### config.mk
export PLATFORM = sky130hd
export DESIGN_NAME = timed_slot_list_engine_top
export DESIGN_NICKNAME = d
export VERILOG_FILES = /design/src/sv/tsle_pkg.sv /design/src/sv/tsle_front.sv /design/src/sv/tsle_back.sv /design/src/sv/timed_slot_list_engine_top.sv
export SDC_FILE = /design/constraint.sdc
export NUM_CORES = 2
export LEC_CHECK = 0
export BUFFER_PORTS_ARGS = -buffer_cell sky130_fd_sc_hd__clkbuf_2
export CAP_MARGIN = 10
export CELL_PAD_IN_SITES_DETAIL_PLACEMENT = 1
export CELL_PAD_IN_SITES_GLOBAL_PLACEMENT = 1
export CORE_MARGIN = 3
export CORE_UTILIZATION = 45
export DETAILED_ROUTE_END_ITERATION = 10
export PLACE_DENSITY_LB_ADDON = 0.1
export SLEW_MARGIN = 20
export SYNTH_ARGS = -nofsm -noshare
export SYNTH_HDL_FRONTEND = slang
export SYNTH_SLANG_ARGS = --single-unit
### constraint.sdc
create_clock -name clk_i -period 7 [get_ports clk_i]
set_clock_uncertainty 0.1 [all_clocks]
set_input_delay 1.05 -clock clk_i [delete_from_list [all_inputs] [get_ports clk_i]]
set_output_delay 1.05 -clock clk_i [all_outputs]
set_load 0.05 [all_outputs]
### src/sv/tsle_pkg.sv
// Shared types and constants for the timed slot list engine.
package tsle_pkg;

  localparam int SLOTS_DEF   = 16;
  localparam int MAX_RESULTS = 16;
  localparam int KW          = $clog2(MAX_RESULTS);
  localparam int QDEPTH      = 2;

  typedef enum logic [1:0] {
    ACT_ADD    = 2'd0,
    ACT_REMOVE = 2'd1,
    ACT_SWEEP  = 2'd2,
    ACT_NONE   = 2'd3
  } action_e;

  typedef enum logic [2:0] {
    KIND_ADDED   = 3'd0,
    KIND_FULL    = 3'd1,
    KIND_REMOVED = 3'd2,
    KIND_REFUSED = 3'd3,
    KIND_UPDATE  = 3'd4,
    KIND_EXPIRED = 3'd5,
    KIND_EMPTY   = 3'd6
  } kind_e;

  typedef enum logic [3:0] {
    S_IDLE,
    S_ADD_RD,
    S_ADD_REM,
    S_ADD_WR,
    S_ADD_LINK,
    S_RM_RD,
    S_RM_DO,
    S_SW_HEAD,
    S_SW_RD,
    S_SW_DO
  } state_e;

  typedef struct packed {
    action_e     act;
    logic [31:0] now;
    logic [4:0]  par;
    logic [31:0] dur;
    logic [2:0]  strip;
    logic [7:0]  effect;
    logic [3:0]  target;
  } cmd_t;

endpackage

### src/sv/tsle_front.sv
// Request front end: decode the action and queue work for the back end.
module tsle_front (
  input  logic            clk_i,
  input  logic            rst_ni,
  input  logic            start_i,
  input  tsle_pkg::cmd_t  req_i,
  output logic            busy_o,
  output logic            cmd_valid_o,
  output tsle_pkg::cmd_t  cmd_o,
  input  logic            cmd_pop_i
);
  import tsle_pkg::*;

  cmd_t       fifo_q [QDEPTH];
  logic       wr_ptr_q, rd_ptr_q;
  logic [1:0] cnt_q, cnt_d;
  logic       push, pop;

  assign busy_o      = (cnt_q == 2'(QDEPTH));
  // drop requests with the unused action code: they produce nothing
  assign push        = start_i && !busy_o && (req_i.act != ACT_NONE);
  assign pop         = cmd_pop_i && (cnt_q != 2'd0);
  assign cmd_valid_o = (cnt_q != 2'd0);
  assign cmd_o       = fifo_q[rd_ptr_q];

  always_comb begin
    cnt_d = cnt_q;
    if (push && !pop) cnt_d = cnt_q + 2'd1;
    else if (!push && pop) cnt_d = cnt_q - 2'd1;
  end

  always_ff @(posedge clk_i or negedge rst_ni) begin
    if (!rst_ni) begin
      wr_ptr_q <= 1'b0;
      rd_ptr_q <= 1'b0;
      cnt_q    <= 2'd0;
    end else begin
      cnt_q <= cnt_d;
      if (push) wr_ptr_q <= !wr_ptr_q;
      if (pop)  rd_ptr_q <= !rd_ptr_q;
    end
  end

  always_ff @(posedge clk_i) begin
    if (push) fifo_q[wr_ptr_q] <= req_i;
  end

  assert property (@(posedge clk_i) disable iff (!rst_ni) cnt_q <= 2'(QDEPTH))
    else $error("queue count overflow");
  assert property (@(posedge clk_i) disable iff (!rst_ni)
    (cnt_q == 2'd0) |-> (wr_ptr_q == rd_ptr_q))
    else $error("empty queue with unequal pointers");
  assert property (@(posedge clk_i) disable iff (!rst_ni)
    (push && !pop) |=> (cnt_q == $past(cnt_q) + 2'd1))
    else $error("push lost");

endmodule

### src/sv/tsle_back.sv
// Slot table back end: record memories, free stack, linked order and sweep sequencer.
module tsle_back #(
  parameter int SLOTS = tsle_pkg::SLOTS_DEF
) (
  input  logic            clk_i,
  input  logic            rst_ni,
  input  logic            cmd_valid_i,
  input  tsle_pkg::cmd_t  cmd_i,
  output logic            cmd_pop_o,
  output logic            strobe_o,
  output logic [2:0]      kind_o,
  output logic [3:0]      slot_o,
  output logic [31:0]     elapsed_o,
  output logic [31:0]     slot_duration_o,
  output logic [2:0]      slot_strip_o,
  output logic [7:0]      slot_effect_o,
  output logic [4:0]      slot_parent_o,
  output logic            last_o
);
  import tsle_pkg::*;

  localparam int IW = $clog2(SLOTS);
  localparam logic [IW:0] NIL = {1'b1, {IW{1'b0}}};

  // record memories
  logic [31:0] start_m [SLOTS];
  logic [31:0] dur_m   [SLOTS];
  logic [2:0]  strip_m [SLOTS];
  logic [7:0]  eff_m   [SLOTS];
  logic [4:0]  par_m   [SLOTS];
  logic [IW:0] prev_m  [SLOTS];
  logic [IW:0] next_m  [SLOTS];
  logic [IW-1:0] fs_m  [SLOTS];

  logic [31:0] start_rd, dur_rd;
  logic [2:0]  strip_rd;
  logic [7:0]  eff_rd;
  logic [4:0]  par_rd;
  logic [IW:0] prev_rd, next_rd;
  logic [IW-1:0] fs_rd;
  logic        fs_vld_rd;

  state_e      state_q, state_d;
  cmd_t        cmd_q, cmd_d;
  logic [IW:0] cur_q, cur_d, head_q, head_d, tail_q, tail_d;
  logic [IW:0] free_top_q, free_top_d;
  logic [KW-1:0] k_q, k_d;
  logic [31:0] rem_q, rem_d;
  logic [SLOTS-1:0] active_q, active_d, fs_vld_q, fs_vld_d;

  logic        out_vld_d, out_vld_q;
  kind_e       kind_d, kind_q;
  logic [3:0]  slot_d, slot_q;
  logic [31:0] el_d, el_q, sdur_d, sdur_q;
  logic [2:0]  sstrip_d, sstrip_q;
  logic [7:0]  seff_d, seff_q;
  logic [4:0]  spar_d, spar_q;
  logic        last_d, last_q;

  // memory ports
  logic [IW-1:0] rd_addr;
  logic          rec_we;
  logic [IW-1:0] rec_wa;
  logic [31:0]   rec_dur_wd;
  logic          next_we, prev_we, fs_we;
  logic [IW-1:0] next_wa, prev_wa, fs_wa;
  logic [IW:0]   next_wd, prev_wd;
  logic [IW-1:0] fs_wd;

  // shared datapath terms
  logic [IW-1:0] par_idx, tgt_idx, cur_idx, new_slot;
  logic          clip_en, refused, full, tail_nil;
  logic [31:0]   pel, el, dur_clip;
  logic          sw_last, sw_live;

  assign par_idx  = IW'(cmd_q.par[3:0]);
  assign tgt_idx  = IW'(cmd_q.target);
  assign cur_idx  = cur_q[IW-1:0];
  assign clip_en  = !cmd_q.par[4] && (cmd_q.par[3:0] != 4'd0)
                    && (32'(cmd_q.par[3:0]) < SLOTS);
  assign refused  = (32'(cmd_q.target) >= SLOTS) || !active_q[tgt_idx];
  assign full     = (32'(free_top_q) >= SLOTS);
  assign tail_nil = tail_q[IW];
  assign pel      = cmd_q.now - start_rd;
  assign el       = cmd_q.now - start_rd;
  assign dur_clip = (clip_en && (cmd_q.dur > rem_q)) ? rem_q : cmd_q.dur;
  assign new_slot = fs_vld_rd ? fs_rd : free_top_q[IW-1:0];
  assign sw_live  = (el < dur_rd);
  assign sw_last  = next_rd[IW] || (k_q == KW'(MAX_RESULTS - 1));
  assign cmd_pop_o = (state_q == S_IDLE) && cmd_valid_i;

  // next state
  always_comb begin
    state_d = state_q;
    case (state_q)
      S_IDLE: begin
        if (cmd_valid_i) begin
          case (cmd_i.act)
            ACT_ADD:    state_d = S_ADD_RD;
            ACT_REMOVE: state_d = S_RM_RD;
            ACT_SWEEP:  state_d = S_SW_HEAD;
            default:    state_d = S_IDLE;
          endcase
        end
      end
      S_ADD_RD:   state_d = S_ADD_REM;
      S_ADD_REM:  state_d = full ? S_IDLE : S_ADD_WR;
      S_ADD_WR:   state_d = S_ADD_LINK;
      S_ADD_LINK: state_d = S_IDLE;
      S_RM_RD:    state_d = refused ? S_IDLE : S_RM_DO;
      S_RM_DO:    state_d = S_IDLE;
      S_SW_HEAD:  state_d = head_q[IW] ? S_IDLE : S_SW_RD;
      S_SW_RD:    state_d = S_SW_DO;
      S_SW_DO:    state_d = sw_last ? S_IDLE : S_SW_RD;
      default:    state_d = S_IDLE;
    endcase
  end

  // datapath and memory controls
  always_comb begin
    cmd_d      = cmd_q;
    cur_d      = cur_q;
    head_d     = head_q;
    tail_d     = tail_q;
    free_top_d = free_top_q;
    k_d        = k_q;
    rem_d      = rem_q;
    active_d   = active_q;
    fs_vld_d   = fs_vld_q;
    rd_addr    = cur_idx;
    rec_we     = 1'b0;
    rec_wa     = cur_idx;
    rec_dur_wd = dur_clip;
    next_we    = 1'b0;
    next_wa    = cur_idx;
    next_wd    = NIL;
    prev_we    = 1'b0;
    prev_wa    = cur_idx;
    prev_wd    = tail_q;
    fs_we      = 1'b0;
    fs_wa      = IW'(free_top_q - 1'b1);
    fs_wd      = cur_idx;
    out_vld_d  = 1'b0;
    kind_d     = KIND_ADDED;
    slot_d     = 4'(cur_idx);
    el_d       = 32'd0;
    sdur_d     = 32'd0;
    sstrip_d   = 3'd0;
    seff_d     = 8'd0;
    spar_d     = 5'd0;
    last_d     = 1'b1;
    case (state_q)
      S_IDLE: begin
        if (cmd_valid_i) cmd_d = cmd_i;
      end
      S_ADD_RD: rd_addr = par_idx;
      S_ADD_REM: begin
        // remaining parent time, zero once spent
        rem_d = (pel >= dur_rd) ? 32'd0 : dur_rd - pel;
        if (full) begin
          out_vld_d = 1'b1;
          kind_d    = KIND_FULL;
          slot_d    = 4'd0;
        end
      end
      S_ADD_WR: begin
        cur_d      = {1'b0, new_slot};
        rem_d      = dur_clip;
        rec_we     = 1'b1;
        rec_wa     = new_slot;
        next_we    = 1'b1;
        next_wa    = new_slot;
        next_wd    = NIL;
        prev_we    = 1'b1;
        prev_wa    = new_slot;
        prev_wd    = tail_q;
      end
      S_ADD_LINK: begin
        if (tail_nil) head_d = cur_q;
        else begin
          next_we = 1'b1;
          next_wa = tail_q[IW-1:0];
          next_wd = cur_q;
        end
        tail_d            = cur_q;
        active_d[cur_idx] = 1'b1;
        free_top_d        = free_top_q + 1'b1;
        out_vld_d = 1'b1;
        kind_d    = KIND_ADDED;
        sdur_d    = rem_q;
        sstrip_d  = cmd_q.strip;
        seff_d    = cmd_q.effect;
        spar_d    = cmd_q.par;
      end
      S_RM_RD: begin
        rd_addr = tgt_idx;
        cur_d   = {1'b0, tgt_idx};
        if (refused) begin
          out_vld_d = 1'b1;
          kind_d    = KIND_REFUSED;
          slot_d    = cmd_q.target;
        end
      end
      S_SW_HEAD: begin
        cur_d = head_q;
        k_d   = '0;
        if (head_q[IW]) begin
          out_vld_d = 1'b1;
          kind_d    = KIND_EMPTY;
          slot_d    = 4'd0;
        end
      end
      S_SW_RD: rd_addr = cur_idx;
      S_RM_DO, S_SW_DO: begin
        out_vld_d = 1'b1;
        sdur_d    = dur_rd;
        sstrip_d  = strip_rd;
        seff_d    = eff_rd;
        spar_d    = par_rd;
        if (state_q == S_SW_DO && sw_live) begin
          kind_d = KIND_UPDATE;
          el_d   = el;
        end else begin
          kind_d = (state_q == S_RM_DO) ? KIND_REMOVED : KIND_EXPIRED;
          // unlink and push back on the free stack
          if (prev_rd[IW]) head_d = next_rd;
          else begin
            next_we = 1'b1;
            next_wa = prev_rd[IW-1:0];
            next_wd = next_rd;
          end
          if (next_rd[IW]) tail_d = prev_rd;
          else begin
            prev_we = 1'b1;
            prev_wa = next_rd[IW-1:0];
            prev_wd = prev_rd;
          end
          active_d[cur_idx] = 1'b0;
          if (free_top_q != '0) begin
            free_top_d      = free_top_q - 1'b1;
            fs_we           = 1'b1;
            fs_vld_d[fs_wa] = 1'b1;
          end
        end
        if (state_q == S_SW_DO) begin
          last_d = sw_last;
          cur_d  = next_rd;
          k_d    = k_q + 1'b1;
        end
      end
      default: ;
    endcase
  end

  always_ff @(posedge clk_i or negedge rst_ni) begin
    if (!rst_ni) begin
      state_q    <= S_IDLE;
      head_q     <= NIL;
      tail_q     <= NIL;
      free_top_q <= '0;
      active_q   <= '0;
      fs_vld_q   <= '0;
      out_vld_q  <= 1'b0;
    end else begin
      state_q    <= state_d;
      head_q     <= head_d;
      tail_q     <= tail_d;
      free_top_q <= free_top_d;
      active_q   <= active_d;
      fs_vld_q   <= fs_vld_d;
      out_vld_q  <= out_vld_d;
    end
  end

  always_ff @(posedge clk_i) begin
    cmd_q    <= cmd_d;
    cur_q    <= cur_d;
    k_q      <= k_d;
    rem_q    <= rem_d;
    kind_q   <= kind_d;
    slot_q   <= slot_d;
    el_q     <= el_d;
    sdur_q   <= sdur_d;
    sstrip_q <= sstrip_d;
    seff_q   <= seff_d;
    spar_q   <= spar_d;
    last_q   <= last_d;
  end

  // memories: one write and one registered read per cycle each
  always_ff @(posedge clk_i) begin
    if (rec_we) begin
      start_m[rec_wa] <= cmd_q.now;
      dur_m[rec_wa]   <= rec_dur_wd;
      strip_m[rec_wa] <= cmd_q.strip;
      eff_m[rec_wa]   <= cmd_q.effect;
      par_m[rec_wa]   <= cmd_q.par;
    end
    if (next_we) next_m[next_wa] <= next_wd;
    if (prev_we) prev_m[prev_wa] <= prev_wd;
    if (fs_we)   fs_m[fs_wa]     <= fs_wd;
    start_rd  <= start_m[rd_addr];
    dur_rd    <= dur_m[rd_addr];
    strip_rd  <= strip_m[rd_addr];
    eff_rd    <= eff_m[rd_addr];
    par_rd    <= par_m[rd_addr];
    prev_rd   <= prev_m[rd_addr];
    next_rd   <= next_m[rd_addr];
    fs_rd     <= fs_m[free_top_q[IW-1:0]];
    fs_vld_rd <= fs_vld_q[free_top_q[IW-1:0]];
  end

  assign strobe_o        = out_vld_q;
  assign kind_o          = kind_q;
  assign slot_o          = slot_q;
  assign elapsed_o       = el_q;
  assign slot_duration_o = sdur_q;
  assign slot_strip_o    = sstrip_q;
  assign slot_effect_o   = seff_q;
  assign slot_parent_o   = spar_q;
  assign last_o          = last_q;

  assert property (@(posedge clk_i) disable iff (!rst_ni)
    $countones(active_q) == 32'(free_top_q))
    else $error("active count differs from free stack depth");
  assert property (@(posedge clk_i) disable iff (!rst_ni) head_q[IW] == tail_q[IW])
    else $error("list head and tail disagree on emptiness");
  assert property (@(posedge clk_i) disable iff (!rst_ni)
    (free_top_q == '0) == head_q[IW])
    else $error("empty list with slots in use");
  assert property (@(posedge clk_i) disable iff (!rst_ni)
    (state_q == S_SW_DO && !sw_last) |=> (state_q == S_SW_RD))
    else $error("sweep walk stopped early");

endmodule

### src/sv/timed_slot_list_engine_top.sv
// Top level of the timed slot list engine.
// A table of SLOTS timed slots driven by single requests: add, remove or sweep.
// A request is taken on a clock edge with start_i high and busy_o low; a
// two-entry queue sits between the request decoder and the slot sequencer, so
// busy_o rises only when two requests wait behind the one being worked on.
// Results leave on strobe_o, each valid for exactly one cycle, with last_o
// marking the final result of a request; the receiver cannot stall them.
// An add reads the parent, finds its remaining time, writes the record and
// links it (not when the table is full); a remove reads and unlinks the
// target (not when refused); a sweep fetches the head, then per visited slot
// does one registered read of the record memories. A sweep visits at most 16
// slots per request. The unused action code is taken and dropped.
module timed_slot_list_engine_top #(
  parameter int SLOTS = tsle_pkg::SLOTS_DEF
) (
  input  logic        clk_i,
  input  logic        rst_ni,
  input  logic        start_i,
  output logic        busy_o,
  input  logic [1:0]  action_i,
  input  logic [31:0] current_frame_i,
  input  logic signed [4:0] parent_slot_i,
  input  logic [31:0] duration_i,
  input  logic [2:0]  strip_id_i,
  input  logic [7:0]  effect_id_i,
  input  logic [3:0]  target_slot_i,
  output logic        strobe_o,
  output logic [2:0]  kind_o,
  output logic [3:0]  slot_o,
  output logic [31:0] elapsed_o,
  output logic [31:0] slot_duration_o,
  output logic [2:0]  slot_strip_o,
  output logic [7:0]  slot_effect_o,
  output logic signed [4:0] slot_parent_o,
  output logic        last_o
);
  import tsle_pkg::*;

  cmd_t req, cmd;
  logic cmd_valid, cmd_pop;

  // bundle the request fields
  always_comb begin
    req.act    = action_e'(action_i);
    req.now    = current_frame_i;
    req.par    = parent_slot_i;
    req.dur    = duration_i;
    req.strip  = strip_id_i;
    req.effect = effect_id_i;
    req.target = target_slot_i;
  end

  tsle_front u_front (
    .clk_i       (clk_i),
    .rst_ni      (rst_ni),
    .start_i     (start_i),
    .req_i       (req),
    .busy_o      (busy_o),
    .cmd_valid_o (cmd_valid),
    .cmd_o       (cmd),
    .cmd_pop_i   (cmd_pop)
  );

  tsle_back #(.SLOTS(SLOTS)) u_back (
    .clk_i           (clk_i),
    .rst_ni          (rst_ni),
    .cmd_valid_i     (cmd_valid),
    .cmd_i           (cmd),
    .cmd_pop_o       (cmd_pop),
    .strobe_o        (strobe_o),
    .kind_o          (kind_o),
    .slot_o          (slot_o),
    .elapsed_o       (elapsed_o),
    .slot_duration_o (slot_duration_o),
    .slot_strip_o    (slot_strip_o),
    .slot_effect_o   (slot_effect_o),
    .slot_parent_o   (slot_parent_o),
    .last_o          (last_o)
  );

endmodule
==> impl_metrics.json <==
{
  "status": "finished, final reports clean",
  "cp_max_fo": 8,
  "die-area_mm2": 0.184,
  "synth_edf_count": 1801,
  "setup_viol": 0,
  "ant_nets": 0,
  "seq_area_mm2": 0.0592,
  "cp.required_ns": 7.45,
  "wl_mm": 218,
  "cts_buffer_depth": 3,
  "critical_path.top_delay_family": "compound AO/OA/AOI/OAI gates",
  "cp.arrival_ns": 6.99,
  "power.density_mw_per_mm2": 529,
  "pin_count": 179,
  "path_buf_inv": 4,
  "drtPass1Iterations": 7,
  "clock-sinks": 2040,
  "grt_pass1_wl_mm": 317,
  "die_x_um": 429,
  "clock-root-buffer": "clkbuf_16",
  "insertion_delay_ns": 0.85,
  "power.total_mw": 48.8,
  "crit_type": "flip-flop to flip-flop",
  "netlist_instances": 4329,
  "overflow": 0,
  "fp.dieH_um": 429,
  "cts_tree": "done",
  "yosysWarningCount": 0,
  "async_flop_share": 0.0275,
  "startpoint_type": "flip-flop",
  "ys_seq_area_frac": 0.734,
  "drv_cap": 0,
  "place.gp.congestion": 0.810,
  "slowest_delay_ns": 0.56,
  "utilization": 0.521,
  "numCtsBuffers": 210,
  "grt_use_total": 0.237,
  "endpoint_kind": "flip-flop",
  "antenna_found_initial": 2,
  "avgSynthCellArea_um2": 18.6,
  "timing.rr.start": "u_back.cmd_q[52]",
  "finalCritPeriodShare": 0.934,
  "synth.distinct_cells": 92,
  "viasPerCell": 5.81,
  "syn2layout_area_growth_pct": 14.6,
  "finalNetCount": 4855,
  "synth_ff_type": "edfxtp_1",
  "ir_drop_uv": 538,
  "numPortBuffers": 178,
  "drt_iter0_drc": 3406,
  "vias": 41800,
  "synth_nets": 4523,
  "h-tree-depth": 4,
  "fin_crit_ns": 6.54,
  "drcViolationCount": 0,
  "hold_viol_final": 0,
  "cts_hold_buf": 0,
  "multi_input_area_mm2": 0.0205,
  "hpwlAfterDp_mm": 128,
  "slew_headroom": 0.263,
  "std_cell_rows": 154,
  "drv_slew": 0,
  "layout_common_cells": "edfxtp_1 (1,801), mux4_2 (390), clkbuf_16 (211), dfxtp_1 (183), clkbuf_2 (178)",
  "grt_pass1_vias": 44300,
  "dp.cells": 6777,
  "drive_above_1_share": 0.264,
  "layout_commonest_cell": "edfxtp_1",
  "fmax_ghz": 0.153,
  "clkTransAtPathRegs_ns": 0.06,
  "grt_max_degree": 114,
  "wl_per_cell_um": 30.3,
  "start_util": 0.455,
  "rsz0062_at_grt": "false",
  "crit_start": "u_back.cmd_q[52]",
  "final_cell_area_mm2": 0.0923,
  "core_area_mm2": 0.177,
  "slowest_stage": "a211oi_4",
  "postPlaceCellArea_mm2": 0.0851,
  "fillers": 16000,
  "netlist_area_mm2": 0.0806,
  "stdcell_count": 7190,
  "worst_slew_pin_slew_ns": 1.11,
  "leakage_nw": 31.1,
  "hp-class": "input port to asynchronous set/reset pin",
  "ys_ff_latch": 2040
}
[worst paths after layout]
path                                               to  cells after the start  slack [ns]
max                               u_back.next_m[3][2]                     27        0.46
min                        asynchronous set/reset pin                      2        0.28
max reg2reg                       u_back.next_m[3][2]                     27        0.46
min reg2reg                   u_back.slot_effect_o[4]                      1        0.33
max in group asynchronous            u_front.rd_ptr_q                      2        5.82
min in group clk_i              u_front.fifo_q[0][55]                      1        0.30
[stage by stage]
stage	hold slack [ns]	setup TNS [ns]	worst slack [ns]
4_1_cts	0.215	0	0.0252
5_1_grt	0.248	0	0.0360
2_1_floorplan	0.323	0	0.471
3_3_place_gp	0.329	-0.132	-0.0265
3_5_place_dp	0.336	-3.67	-0.200
6_report	0.284	0	0.465
[power by group]
| part | internal, mW | switching, mW | leakage [nW] |
|---|---|---|---|
| sequential | 16.6 | 1.33 | 18.5 |
| clock | 6.45 | 4.73 | 3.40 |
| combinational | 7.46 | 12.2 | 9.23 |
| total | 30.5 | 18.3 | 31.1 |
[metal layers]
| metal | global-route usage | vias up | part of all wire |
|---|---|---|---|
| li1 | - | 18100 | - |
| met1 | 0.321 | 22500 | 0.43 |
| met2 | 0.405 | 965 | 0.51 |
| met3 | 0.0317 | 280 | 0.040 |
| met4 | 0.0604 | 0 | 0.023 |
| met5 | 0 | - | 0 |
[logic make-up (layout without fill, tap and decap cells)]
group,Yosys count,after routing,synth area share
flip-flops,2040,2040,0.734
AND/OR/NAND/NOR,582,582,0.0363
multiplexers,643,643,0.143
XOR/XNOR,59,59,0.00641
buffers and inverters,319,837,0.0155
adder cells (fa/ha/maj),106,106,0.0166
other,0,3,0
AO/OA/AOI/OAI,580,580,0.0482
[registers in the layout (all words and copies together) (netlist names), 48 cells and up, named ones only]
name	cells
u_back.dur_m	512
u_back.par_m	80
u_back.start_m	512
u_back.eff_m	128
u_back.cmd_q	80
u_back.fs_m	64
u_front.fifo_q	172
u_back.strip_m	48
u_back.next_m	80
u_back.prev_m	80
[Yosys cell counts, drive strengths merged, types with 19 or more instances]
library cell / number / share of area
nand3: 41 / 0.0025
a211oi: 98 / 0.0093
edfxtp: 1801 / 0.67
nor2b: 105 / 0.0082
and3: 19 / 0.0015
xor2: 24 / 0.0026
inv: 107 / 0.0050
o21ai: 110 / 0.0068
nor3: 22 / 0.0014
mux2i: 109 / 0.014
dfrtp: 54 / 0.017
buf: 75 / 0.0041
clkbuf: 137 / 0.0064
mux2: 144 / 0.020
nor2: 128 / 0.0060
nand2: 152 / 0.0071
nor4: 19 / 0.0017
xnor2: 35 / 0.0038
ha: 103 / 0.016
a21oi: 161 / 0.010
a21o: 40 / 0.0037
a22o: 24 / 0.0026
mux4: 390 / 0.11
dfxtp: 183 / 0.045
nand4: 22 / 0.0017
[area by class of cell]
cell class	count	area share
antenna	3	0.0000813
clock buffer	274	0.0616
clock inverter	124	0.0137
inverter	107	0.00441
multi-input combinational	1970	0.222
sequential	2040	0.641
tap	2340	0.0317
timing repair buffer	332	0.0257
[what timing repair did]
action / in CTS / in global routing
buffers inserted: 1 / 10
pin swaps: 0 / 5
gates resized for setup: 2 / 31
setup endpoints to repair: 65 / 314
No activity file was read; power rests on OpenSTA's default activity.
